$ cat src/design/mstt_pkg.sv
// Shared constants and types for the multi-slot timeout timer.
// No dependencies; imported by mstt_expiry and the top level.
package mstt_pkg;

    localparam int SLOTS     = 8;
    localparam int TIME_BITS = 32;
    localparam int MAX_OUT   = 8;
    localparam int SLOT_W    = (SLOTS > 1) ? $clog2(SLOTS) : 1;
    localparam int CNT_W     = $clog2(MAX_OUT + 1);
    localparam int IDX_W     = SLOT_W + 1;

    typedef enum logic [2:0] {
        FUNC_REGISTER = 3'd0,
        FUNC_START    = 3'd1,
        FUNC_STOP     = 3'd2,
        FUNC_DELETE   = 3'd3,
        FUNC_TICK     = 3'd4
    } t_func;

    typedef enum logic [2:0] {
        S_IDLE = 3'b001,
        S_SCAN = 3'b010,
        S_EMIT = 3'b100
    } t_state;

endpackage

$ cat src/design/mstt_ram.sv
// Generic single-write, single-read RAM with registered read data.
// No dependencies.
module mstt_ram #(
    parameter int WIDTH = 32,
    parameter int DEPTH = 8
) (
    input  logic                             i_clk,
    input  logic                             i_we,
    input  logic [$clog2(DEPTH > 1 ? DEPTH : 2)-1:0] i_waddr,
    input  logic [WIDTH-1:0]                 i_wdata,
    input  logic [$clog2(DEPTH > 1 ? DEPTH : 2)-1:0] i_raddr,
    output logic [WIDTH-1:0]                 o_rdata
);

    logic [WIDTH-1:0] r_mem [DEPTH];
    logic [WIDTH-1:0] r_rdata;

    always_ff @(posedge i_clk) begin
        if (i_we) begin
            r_mem[i_waddr] <= i_wdata;
        end
        r_rdata <= r_mem[i_raddr];
    end

    assign o_rdata = r_rdata;

endmodule

$ cat src/design/mstt_expiry.sv
// Shared expiry compare: modular elapsed time against slot duration.
// Depends on mstt_pkg.
module mstt_expiry
    import mstt_pkg::*;
(
    input  logic                 i_en,
    input  logic [TIME_BITS-1:0] i_now,
    input  logic [TIME_BITS-1:0] i_begin,
    input  logic [TIME_BITS-1:0] i_length,
    output logic                 o_hit
);

    logic [TIME_BITS-1:0] elapsed;

    // wraps modulo 2^TIME_BITS
    assign elapsed = i_now - i_begin;
    assign o_hit   = i_en && (elapsed > i_length);

endmodule

$ cat src/design/multi_slot_timeout_timer.sv
// Top level of the multi-slot timeout timer: command decode, slot scan, result queue.
// Depends on mstt_pkg, mstt_ram and mstt_expiry.
//
// Usage: the input channel (i_valid / o_stall) carries one command per
// transaction: register, start, stop, delete or tick. The output channel
// (o_valid / i_stall) carries register replies and timeout events; o_last
// marks the final result of a command.
// Start, stop, delete and unknown codes complete in the accept cycle and
// produce nothing. Register produces one reply, loaded into the output
// register from the emit state once the output register is free.
// A tick walks the slots through one compare unit, one slot per cycle, with
// each slot's duration and start time read from the RAMs in the cycle before
// its compare. After the scan, one event per expired slot goes out in slot order.
// o_stall is high from the cycle after accept until the last result has been
// loaded into the output register (or the scan ends with nothing expired).
// A stalled receiver holds the output register and pauses the event hand-out.
// Reset (synchronous, active low) frees every slot and empties the output.
module multi_slot_timeout_timer
    import mstt_pkg::*;
(
    input  logic                 i_clk,
    input  logic                 i_rst_n,
    input  logic                 i_valid,
    output logic                 o_stall,
    input  logic [2:0]           i_func,
    input  logic [2:0]           i_slot_id,
    input  logic [TIME_BITS-1:0] i_duration,
    input  logic                 i_periodic,
    input  logic [TIME_BITS-1:0] i_now_time,
    output logic                 o_valid,
    input  logic                 i_stall,
    output logic                 o_kind,
    output logic [2:0]           o_result_slot,
    output logic                 o_ok,
    output logic                 o_last
);

    t_state               r_state, n_state;
    logic [SLOTS-1:0]     r_used, n_used;
    logic [SLOTS-1:0]     r_armed, n_armed;
    logic [SLOTS-1:0]     r_repeat, n_repeat;
    logic [SLOTS-1:0]     r_mask, n_mask;
    logic [CNT_W-1:0]     r_cnt, n_cnt;
    logic [IDX_W-1:0]     r_idx, n_idx;
    logic                 r_chk_vld, n_chk_vld;
    logic [SLOT_W-1:0]    r_chk_idx, n_chk_idx;
    logic [TIME_BITS-1:0] r_now, n_now;
    logic                 r_is_reply, n_is_reply;
    logic [SLOT_W-1:0]    r_reply_slot, n_reply_slot;
    logic                 r_reply_ok, n_reply_ok;
    logic                 r_out_valid, n_out_valid;
    logic                 r_out_kind, n_out_kind;
    logic [2:0]           r_out_slot, n_out_slot;
    logic                 r_out_ok, n_out_ok;
    logic                 r_out_last, n_out_last;

    logic                 acc;
    logic                 id_ok;
    logic [SLOT_W-1:0]    id;
    logic                 free_found;
    logic [SLOT_W-1:0]    free_idx;
    logic [SLOT_W-1:0]    pick_idx;
    logic                 out_free;
    logic [SLOTS-1:0]     mask_left;

    logic                 len_we;
    logic [SLOT_W-1:0]    len_waddr;
    logic                 beg_we;
    logic [SLOT_W-1:0]    beg_waddr;
    logic [TIME_BITS-1:0] beg_wdata;
    logic [SLOT_W-1:0]    rd_addr;
    logic [TIME_BITS-1:0] len_rdata;
    logic [TIME_BITS-1:0] beg_rdata;
    logic                 cmp_en;
    logic                 cmp_hit;

    assign o_stall  = (r_state != S_IDLE);
    assign acc      = i_valid && !o_stall;
    assign id       = i_slot_id[SLOT_W-1:0];
    assign id_ok    = (32'(i_slot_id) < 32'(SLOTS));
    assign out_free = !r_out_valid || !i_stall;

    // lowest free slot for register
    always_comb begin
        free_found = 1'b0;
        free_idx   = '0;
        for (int i = SLOTS - 1; i >= 0; i--) begin
            if (!r_used[i]) begin
                free_found = 1'b1;
                free_idx   = SLOT_W'(i);
            end
        end
    end

    // lowest pending timeout
    always_comb begin
        pick_idx = '0;
        for (int i = SLOTS - 1; i >= 0; i--) begin
            if (r_mask[i]) begin
                pick_idx = SLOT_W'(i);
            end
        end
    end

    assign mask_left = r_mask & ~(SLOTS'(1) << pick_idx);

    assign rd_addr = r_idx[SLOT_W-1:0];
    assign cmp_en  = r_chk_vld && r_used[r_chk_idx] && r_armed[r_chk_idx]
                     && (r_cnt < CNT_W'(MAX_OUT));

    mstt_ram #(
        .WIDTH (TIME_BITS),
        .DEPTH (SLOTS)
    ) u_len_ram (
        .i_clk   (i_clk),
        .i_we    (len_we),
        .i_waddr (len_waddr),
        .i_wdata (i_duration),
        .i_raddr (rd_addr),
        .o_rdata (len_rdata)
    );

    mstt_ram #(
        .WIDTH (TIME_BITS),
        .DEPTH (SLOTS)
    ) u_beg_ram (
        .i_clk   (i_clk),
        .i_we    (beg_we),
        .i_waddr (beg_waddr),
        .i_wdata (beg_wdata),
        .i_raddr (rd_addr),
        .o_rdata (beg_rdata)
    );

    mstt_expiry u_expiry (
        .i_en     (cmp_en),
        .i_now    (r_now),
        .i_begin  (beg_rdata),
        .i_length (len_rdata),
        .o_hit    (cmp_hit)
    );

    always_comb begin
        n_state      = r_state;
        n_used       = r_used;
        n_armed      = r_armed;
        n_repeat     = r_repeat;
        n_mask       = r_mask;
        n_cnt        = r_cnt;
        n_idx        = r_idx;
        n_chk_vld    = r_chk_vld;
        n_chk_idx    = r_chk_idx;
        n_now        = r_now;
        n_is_reply   = r_is_reply;
        n_reply_slot = r_reply_slot;
        n_reply_ok   = r_reply_ok;
        n_out_valid  = r_out_valid && i_stall;
        n_out_kind   = r_out_kind;
        n_out_slot   = r_out_slot;
        n_out_ok     = r_out_ok;
        n_out_last   = r_out_last;
        len_we       = 1'b0;
        len_waddr    = free_idx;
        beg_we       = 1'b0;
        beg_waddr    = id;
        beg_wdata    = i_now_time;

        unique case (r_state)
            S_IDLE: begin
                if (acc) begin
                    unique case (i_func)
                        FUNC_REGISTER: begin
                            n_is_reply   = 1'b1;
                            n_reply_ok   = free_found;
                            n_reply_slot = free_found ? free_idx : '0;
                            if (free_found) begin
                                len_we             = 1'b1;
                                n_used[free_idx]   = 1'b1;
                                n_armed[free_idx]  = 1'b0;
                                n_repeat[free_idx] = i_periodic;
                            end
                            n_state = S_EMIT;
                        end
                        FUNC_START: begin
                            if (id_ok && r_used[id]) begin
                                beg_we      = 1'b1;
                                n_armed[id] = 1'b1;
                            end
                        end
                        FUNC_STOP: begin
                            if (id_ok && r_used[id]) begin
                                n_armed[id] = 1'b0;
                            end
                        end
                        FUNC_DELETE: begin
                            // stored times are dead once the slot is free
                            if (id_ok && r_used[id]) begin
                                n_used[id]   = 1'b0;
                                n_armed[id]  = 1'b0;
                                n_repeat[id] = 1'b0;
                            end
                        end
                        FUNC_TICK: begin
                            n_now      = i_now_time;
                            n_is_reply = 1'b0;
                            n_mask     = '0;
                            n_cnt      = '0;
                            n_idx      = '0;
                            n_chk_vld  = 1'b0;
                            n_state    = S_SCAN;
                        end
                        default: begin
                        end
                    endcase
                end
            end
            S_SCAN: begin
                // issue next read, check the slot whose data is on the RAM output
                if (r_idx < IDX_W'(SLOTS)) begin
                    n_idx     = r_idx + IDX_W'(1);
                    n_chk_vld = 1'b1;
                    n_chk_idx = r_idx[SLOT_W-1:0];
                end else begin
                    n_chk_vld = 1'b0;
                end
                if (cmp_hit) begin
                    n_mask[r_chk_idx] = 1'b1;
                    n_cnt             = r_cnt + CNT_W'(1);
                    if (r_repeat[r_chk_idx]) begin
                        beg_we    = 1'b1;
                        beg_waddr = r_chk_idx;
                        beg_wdata = r_now;
                    end else begin
                        n_armed[r_chk_idx] = 1'b0;
                    end
                end
                if (r_chk_vld && (32'(r_chk_idx) == SLOTS - 1)) begin
                    n_state = (n_mask != '0) ? S_EMIT : S_IDLE;
                end
            end
            S_EMIT: begin
                if (out_free) begin
                    n_out_valid = 1'b1;
                    if (r_is_reply) begin
                        n_out_kind = 1'b0;
                        n_out_slot = 3'(r_reply_slot);
                        n_out_ok   = r_reply_ok;
                        n_out_last = 1'b1;
                        n_state    = S_IDLE;
                    end else begin
                        n_out_kind = 1'b1;
                        n_out_slot = 3'(pick_idx);
                        n_out_ok   = 1'b1;
                        n_out_last = (mask_left == '0);
                        n_mask     = mask_left;
                        if (mask_left == '0) begin
                            n_state = S_IDLE;
                        end
                    end
                end
            end
            default: begin
                n_state = S_IDLE;
            end
        endcase
    end

    always_ff @(posedge i_clk) begin
        if (!i_rst_n) begin
            r_state     <= S_IDLE;
            r_used      <= '0;
            r_armed     <= '0;
            r_repeat    <= '0;
            r_mask      <= '0;
            r_cnt       <= '0;
            r_idx       <= '0;
            r_chk_vld   <= 1'b0;
            r_is_reply  <= 1'b0;
            r_out_valid <= 1'b0;
        end else begin
            r_state     <= n_state;
            r_used      <= n_used;
            r_armed     <= n_armed;
            r_repeat    <= n_repeat;
            r_mask      <= n_mask;
            r_cnt       <= n_cnt;
            r_idx       <= n_idx;
            r_chk_vld   <= n_chk_vld;
            r_is_reply  <= n_is_reply;
            r_out_valid <= n_out_valid;
        end
    end

    always_ff @(posedge i_clk) begin
        r_chk_idx    <= n_chk_idx;
        r_now        <= n_now;
        r_reply_slot <= n_reply_slot;
        r_reply_ok   <= n_reply_ok;
        r_out_kind   <= n_out_kind;
        r_out_slot   <= n_out_slot;
        r_out_ok     <= n_out_ok;
        r_out_last   <= n_out_last;
    end

    assign o_valid       = r_out_valid;
    assign o_kind        = r_out_kind;
    assign o_result_slot = r_out_slot;
    assign o_ok          = r_out_ok;
    assign o_last        = r_out_last;

`ifndef ASSERT_OFF
    a_armed_used: assert property (@(posedge i_clk) disable iff (!i_rst_n)
        (r_armed & ~r_used) == '0)
        else $error("armed slot is not in use");

    a_scan_count: assert property (@(posedge i_clk) disable iff (!i_rst_n)
        (r_state == S_SCAN) |-> ($countones(r_mask) == 32'(r_cnt)))
        else $error("expiry count disagrees with pending mask");

    a_emit_pending: assert property (@(posedge i_clk) disable iff (!i_rst_n)
        (r_state == S_EMIT && !r_is_reply) |-> (r_mask != '0))
        else $error("event hand-out with nothing pending");

    a_reply_last: assert property (@(posedge i_clk) disable iff (!i_rst_n)
        (r_out_valid && !r_out_kind) |-> r_out_last)
        else $error("register reply not marked last");

    a_last_idle: assert property (@(posedge i_clk) disable iff (!i_rst_n)
        (r_state == S_EMIT && out_free && (r_is_reply || mask_left == '0))
        |=> (r_state == S_IDLE && r_out_valid && r_out_last))
        else $error("final result did not return the block to idle");
`endif

endmodule
$ cat config.mk
export PLATFORM = sky130hd
export DESIGN_NAME = multi_slot_timeout_timer
export DESIGN_NICKNAME = d
export VERILOG_FILES = /design/src/design/mstt_pkg.sv /design/src/design/mstt_ram.sv /design/src/design/mstt_expiry.sv /design/src/design/multi_slot_timeout_timer.sv
export SDC_FILE = /design/constraint.sdc
export NUM_CORES = 1
export LEC_CHECK = 0
export ABC_CLOCK_PERIOD_IN_PS = 8300
export BUFFER_PORTS_ARGS = -buffer_cell sky130_fd_sc_hd__buf_2
export CAP_MARGIN = 20
export CORE_AREA = 2 2 252 254
export DETAILED_ROUTE_END_ITERATION = 7
export DIE_AREA = 0 0 254 256
export GPL_TIMING_DRIVEN = 0
export PLACE_DENSITY = 0.6
export SETUP_SLACK_MARGIN = 0.2
export SLEW_MARGIN = 0
export SYNTH_ARGS = -nofsm -noshare
export SYNTH_HDL_FRONTEND = slang
export SYNTH_SLANG_ARGS = --single-unit
$ cat constraint.sdc
create_clock -name i_clk -period 8.3 [get_ports i_clk]
set_input_delay 0.83 -clock i_clk [delete_from_list [all_inputs] [get_ports i_clk]]
set_output_delay 0.83 -clock i_clk [all_outputs]
set_load 0.02 [all_outputs]
==> results of run 1 <==
-- kinds of logic after synthesis --
| logic type | count (synthesis) | synth area share (%) |
|---|---|---|
| compound gates | 249 | 6.01 |
| flops | 667 | 68.4 |
| xor+xnor | 31 | 0.980 |
| fa+ha+maj | 66 | 3.01 |
| simple gates | 253 | 4.56 |
| buf+inv | 153 | 2.12 |
| mux | 239 | 15.0 |
-- through the flow --
| stage | power [W] | instances |
|---|---|---|
| 3_5_place_dp | 0.00403 | 2609 |
| 2_1_floorplan | 0.00391 | 1658 |
| 6_report | 0.00694 | 2742 |
| 4_1_cts | 0.00700 | 2736 |
| 3_3_place_gp | 0.00402 | 2585 |
| 5_1_grt | 0.00716 | 2741 |
-- area by class of cell --
class                   instances  area [um^2]  share of cell area [%]
diodes                          1         2.50                 0.00782
clock inverters                31          210                   0.657
plain buffers                  69          272                   0.848
flip-flops and latches        667        18900                    59.1
clock buffers                  96         1980                    6.19
inverters                      84          315                   0.985
well taps                     846         1060                    3.31
multi-input cells             838         8290                    25.9
repair buffers                110          952                    2.97
-- flip-flops by register name, summed over array words and instances (netlist names), 4 cells and up --
name and flops:
u_beg_ram.r_mem 256, u_len_ram.r_mem 256, r_now 32, u_beg_ram.o_rdata 32, u_len_ram.o_rdata 32, r_armed 8
r_mask 8, r_repeat 8, r_used 8, r_cnt 4, r_idx 4
-- Yosys cell counts (all sizes together), types with 11 or more instances --
cell	n	share of area, %
mux4	130	11
nand2	70	0.95
o22ai	11	0.25
edfxtp	557	60
ha	65	2.9
nor3	16	0.29
a21oi	70	1.3
buf	18	0.29
dfxtp	110	8.0
inv	84	1.1
a21o	18	0.49
nand4	11	0.25
nor2	54	0.73
o211ai	14	0.38
clkbuf	51	0.69
a21boi	11	0.30
nand3	19	0.34
mux2	101	4.1
o21a	22	0.60
nor2b	30	0.69
xnor2	21	0.66
o21ai	42	0.76
-- final timing paths --
path,startpoint,to,slack [ns],cells after the start
setup / recovery,r_now[1],u_beg_ram.r_mem[7][17],1.17,21
hold / removal,i_now_time[27],r_now[27],0.42,1
setup reg to reg,r_now[1],u_beg_ram.r_mem[7][17],1.17,21
hold reg to reg,r_repeat[6],r_repeat[6],0.49,2
-- per-layer routing --
| metal | GRT usage (%) | part of all wire [%] | up-vias |
|---|---|---|---|
| li1 | - | - | 6887 |
| met1 | 28.4 | 44 | 7865 |
| met2 | 34.5 | 50 | 352 |
| met3 | 2.96 | 4.4 | 80 |
| met4 | 5.74 | 1.8 | 2 |
| met5 | 0 | 0.012 | - |
-- report_power, final --
group          internal, W  switching (W)  total (W)
Combinational     0.000105       0.000187   0.000292
Sequential         0.00365      0.0000146    0.00367
Clock              0.00171        0.00127    0.00298
Total              0.00547        0.00148    0.00694
==> metrics.md, run 1 <==
| Metric | Value |
|---|---|
| Result of the run | complete, no violations |
| Share of the core filled with cells in the final layout | 51.3% |
| Synthesis-to-layout area growth | 15.6% |
| Number of global-route vias before repair | 15903 |
| Worst slack, placed | approximately 1.3 ns |
| # clock sinks | between 600 and 700 |
| Wire length of the first global-routing pass | 99200 um |
| Number of max-cap violations | 0 |
| Count of buffering cells on the critical path with inverters included | 4 |
| Row count | 92 |
| Most frequent standard cell in the layout excluding fill and tap cells | edfxtp_1 |
| Share of the clock period used by the worst path after layout | between 80% and 90% |
| Worst slew slack as a fraction of its limit | 22.5% |
| Hold WC Path Type | in -> reg |
| Number of design rule violations left after detail routing | 0 |
| Net count after synthesis | between 1500 and 2000 |
| Worst skew pair latency | 0.61 ns |
| Half-perimeter wire length after detailed placement | 45100 um |
| Biggest fanout along the worst timing path | 18 |
| Core Footprint | between 0.06 and 0.07 mm^2 |
| CTS H-tree lvls | 3 |
| Inserted Clock Buffers | 69 |
| Layout net count | 1980 |
| Achievable clock frequency | 0.140 GHz |
| CTS tree | yes |
| Count of state elements after synthesis | 667 |
| Count of buffers added by post-CTS timing repair for setup | 0 |
| Effective utilization at floorplan | 44.4% |
| Initial antenna violation count | 3 |
| Async set-or-reset flop fraction in the synthesized netlist | 0% |
| Endpoint required time on the critical path | approximately 8.6 ns |
| CTS Hold Buffers Added | 0 |
| Netlist Area Pre-Place | 0.0277 mm^2 |
| Setup slack after layout | 1.17 ns |
| Y dimension of the die | 256 um |
| First-pass DRT Iterations | 5 |
| Pin count of the biggest net entering global routing | 33 |
| Primary flip-flop cell chosen by synthesis mapping | edfxtp_1 |
| Synthesized netlist cell count | 1658 |
| Count of synthesis-stage warnings from yosys | 0 |
| Clock root buffer | clkbuf_16 |
| RSZ-0062 raised after global routing | no |
| Fillers | 5197 |
| Routed wire per std cell | 24.1 um |
| Family of cells with the greatest summed delay on the critical path | compound AO/OA/AOI/OAI gates |
| Aggregate routed wire length | roughly 66000 um |
| Critical path's largest stage delay | 0.73 ns |
| Die Footprint | ~0.065 mm^2 |
| Number of DRC markers after the initial detailed-route iteration | 1151 |
| Cell area after layout | 0.0320 mm^2 |
| Power density relative to cell area | 217 mW/mm^2 |
| Number of routed nets with antenna violations | 0 |
| Syn_area_per_cell | 16.7 um^2 |
| Number of vias per cell after detailed routing | 5.54 |
| Slowest cell on the critical path | o22ai_4 |
| Post-Route Skew | 0.0281 ns |
| Highest-count cells in the layout ignoring fill and taps | edfxtp_1, mux4_2, dfxtp_1 |
| Number of gates resized after CTS | 0 |
| Maximum resistive drop on vdd | 122 uV |
| Via Count | 15186 |
| Longest Clk Path Bufs | 3 |
| # setup viols final | 0 |
| Number of hold violations in the final report | 0 |
| Static power due to leakage | around 11 nW |
| Capturing element type of the critical path | flip-flop |
| Worst slack on hold paths | ~0.42 ns |
| Arrival time of data at the critical path endpoint | roughly 7.4 ns |
| Number of distinct library cell variants in the gate-level netlist after synthesis | 71 |
| Number of flops mapped to enable cells by yosys | 557 |
| Nature of the critical path startpoint | flip-flop |
| Sequential fraction of the synthesis area | 68.4% |
| All-layer global routing usage | 20.7% |
| IO buf count | 81 |
| Kind of critical path | reg -> reg |
| Gp weighted congestion | 0.860 |
| Setup TNS after final layout | 0 ns |
| Clock transition at path regs | ~0.06 ns |
| Sequence of cells on the critical path | ha_1, nor2b_1, o31a_1, o41a_1, a41oi_2, a21oi_2, or4b_4, a31o_1, a21oi_2, xnor2_1, ha_1, nand4_1, nor4_1, o41ai_1, a211oi_2, and2b_1, buf_4, buf_4, inv_1, o22ai_4, buf_12 |
| Total I/O pin count | 83 |
| Chip Width | 254 um |
| Slew at the pin with the worst max-slew slack | 1.15 ns |
| Layout cells sized above 1 | 25.5% |
| Instance area at placement | 0.0298 mm^2 |
| Post-route minimum period | 7.13 ns |
| Slew Limit Fails | 0 |
| Global route total overflow | 0 |
Note: power is estimated with default switching activity, not from simulation.
==> inputs of run 2 (changes only) <==
BUFFER_PORTS_ARGS = -buffer_cell sky130_fd_sc_hd__buf_4   (was -buffer_cell sky130_fd_sc_hd__buf_2)
CORE_AREA = 5 5 255 257   (was 2 2 252 254)
DIE_AREA = 0 0 260 262   (was 0 0 254 256)
==> run 2 against run 1 <==
Effect of this change: power increased by 3.9%; first-iteration DRC count increased by 6.3%; sequential cell count unchanged.
==> metrics.md, run 2 (synthesized netlist as in run 1, its figures left out) <==
| Metric | Value |
|---|---|
| Result of the run | complete, no violations |
| Worst slack on hold paths | 0.420 ns |
| Fin cells | 2738 |
| Maximum resistive drop on vdd | 139 uV |
| Aggregate routed wire length | about 66000 um |
| Share of the clock period used by the worst path after layout | 85.1% |
| All-layer global routing usage | between 10% and 20% |
| Chip Width | 260 um |
| Core Footprint | 0.0625 mm^2 |
| Most frequent standard cell in the layout excluding fill and tap cells | edfxtp_1 |
| Post-route minimum period | around 7 ns |
| Power density relative to cell area | about 220 mW/mm^2 |
| Number of hold violations in the final report | 0 |
| Endpoint required time on the critical path | 8.58 ns |
| Effective utilization at floorplan | 44.3% |
| Wire length of the first global-routing pass | slightly below 100000 um |
| Half-perimeter wire length after detailed placement | 44700 um |
| Clock transition at path regs | 0.06 ns |
| Post-layout power | 0.00721 W |
| # setup viols final | 0 |
| Number of design rule violations left after detail routing | 0 |
| Gp weighted congestion | 0.898 |
| Number of gates resized after CTS | 0 |
| Clock root buffer | clkbuf_16 |
| Global route total overflow | 0 |
| Y dimension of the die | 262 um |
| Hold Path Origin | i_now_time[28] |
| Row count | between 90 and 100 |
| Nature of the critical path startpoint | flip-flop |
| Number of max-cap violations | 0 |
| End of the worst register-to-register path | u_beg_ram.r_mem[7][8] |
| Capturing element type of the critical path | flip-flop |
| IO buf count | 81 |
| Initial antenna violation count | 3 |
| Achievable clock frequency | between 0.1 and 0.15 GHz |
| Routed wire per std cell | 24.2 um |
| Layout net count | between 1500 and 2000 |
| Worst skew pair latency | 0.60 ns |
| CTS Hold Buffers Added | 0 |
| Inserted Clock Buffers | 69 |
| Kind of critical path | reg -> reg |
| Total I/O pin count | 83 |
| Number of global-route vias before repair | 15979 |
| Layout cells sized above 1 | between 20% and 30% |
| Sequence of cells on the critical path | ha_1, o21a_1, o31a_1, o41a_1, a41oi_2, a21oi_2, or4b_4, nand3_1, a21oi_1, xor2_1, ha_1, nand4_1, nor4_1, o41ai_1, a211oi_2, and2b_1, buf_4, buf_4, inv_1, o22ai_4, buf_12 |
| Worst slew slack as a fraction of its limit | 30.1% |
| Count of buffering cells on the critical path with inverters included | 4 |
| Static power due to leakage | 10.8 nW |
| # clock sinks | 667 |
| Slew at the pin with the worst max-slew slack | 1.05 ns |
| RSZ-0062 raised after global routing | no |
| Number of routed nets with antenna violations | 0 |
| Number of DRC markers after the initial detailed-route iteration | 1224 |
| Slowest cell on the critical path | o22ai_4 |
| Highest-count cells in the layout ignoring fill and taps | edfxtp_1, mux4_2, dfxtp_1 |
| Biggest registers after layout | u_beg_ram.r_mem (256), u_len_ram.r_mem (256) |
| Post-Route Skew | 0.0244 ns |
| CTS H-tree lvls | 3 |
| Longest Clk Path Bufs | 3 |
| Worst hold endpoint | r_now[28] |
| Cell depth of the worst min-delay path | 1 |
| Synthesis-to-layout area growth | 17.1% |
| Via Count | 15312 |
| Count of buffers added by post-CTS timing repair for setup | 0 |
| Family of cells with the greatest summed delay on the critical path | compound AO/OA/AOI/OAI gates |
| First-pass DRT Iterations | 5 |
| Total instance count after detailed placement | 2606 |
| Die Footprint | 0.0681 mm^2 |
| Worst-case reg-to-reg path depth | 21 |
| Source of the worst register-to-register timing path | r_now[2] |
| Worst R2R Setup Slack | 1.24 ns |
| Biggest fanout along the worst timing path | 17 |
| Critical path's largest stage delay | 0.68 ns |
| Hold WC Path Type | in -> reg |
| CTS tree | yes |
| Number of vias per cell after detailed routing | 5.59 |
| Slew Limit Fails | 0 |
| Pin count of the biggest net entering global routing | 33 |
| Arrival time of data at the critical path endpoint | 7.34 ns |
run 2: cell count changes in the layout (fill, tap and decap cells not counted), moves of 2 or more:
cell / previous run / this run
inv_6: 6 / 0
buf_4: 3 / 83
clkinv_1: 7 / 4
clkbuf_16: 71 / 75
bufinv_16: 1 / 8
buf_2: 86 / 5
clkbuf_1: 65 / 60
buf_12: 8 / 10
run 2: worst max-delay path by stage:
stage	from	depth (start not counted)	slack, ns	end
CTS	r_now[1]	21	1.22	u_beg_ram.r_mem[7][8]
floorplan	r_now[1]	21	1.64	u_beg_ram.r_mem[7][0]
finish	r_now[2]	21	1.24	u_beg_ram.r_mem[7][8]
global route	r_now[1]	21	0.96	u_beg_ram.r_mem[7][8]
detailed placement	r_now[1]	21	1.27	u_beg_ram.r_mem[7][10]
global placement	r_now[1]	20	-1.48	u_beg_ram.r_mem[7][10]
run 2: per-layer routing:
| metal | global-route usage [%] | wire length [um] | part of all wire, % | up-vias |
|---|---|---|---|---|
| met5 | 0 | 23 | 0.035 | - |
| met4 | 6.40 | 1750 | 2.6 | 4 |
| met3 | 3.04 | 3350 | 5.1 | 97 |
| met2 | 32.7 | 32300 | 49 | 414 |
| met1 | 26.5 | 28700 | 43 | 7903 |
| li1 | - | - | - | 6894 |
run 2: layout make-up:
type                            count  area (um^2)
Antenna cell                        1         2.50
Fill cell                        5089        30100
Timing Repair Buffer              111         1170
Multi-Input combinational cell    838         8290
Buffer                             69          272
Sequential cell                   667        18900
Inverter                           84          315
Clock buffer                       94         2050
Clock inverter                     28          348
Tap cell                          846         1060
run 2: through the flow:
| step | utilization, % | setup slack (ns) | area [um^2] | setup TNS, ns |
|---|---|---|---|---|
| floorplan | - | 1.64 | 27700 | 0 |
| global placement | 47.0 | -1.48 | 29400 | -114.14 |
| detailed placement | 47.9 | 1.27 | 29900 | 0 |
| CTS | 51.7 | 1.22 | 32300 | 0 |
| global route | 51.9 | 0.956 | 32400 | 0 |
| finish | 51.9 | 1.24 | 32400 | 0 |
run 2: power breakdown:
group          switching, W  internal (W)
Combinational      0.000190      0.000118
Sequential        0.0000150       0.00365
Clock               0.00126       0.00198
Total               0.00147       0.00575
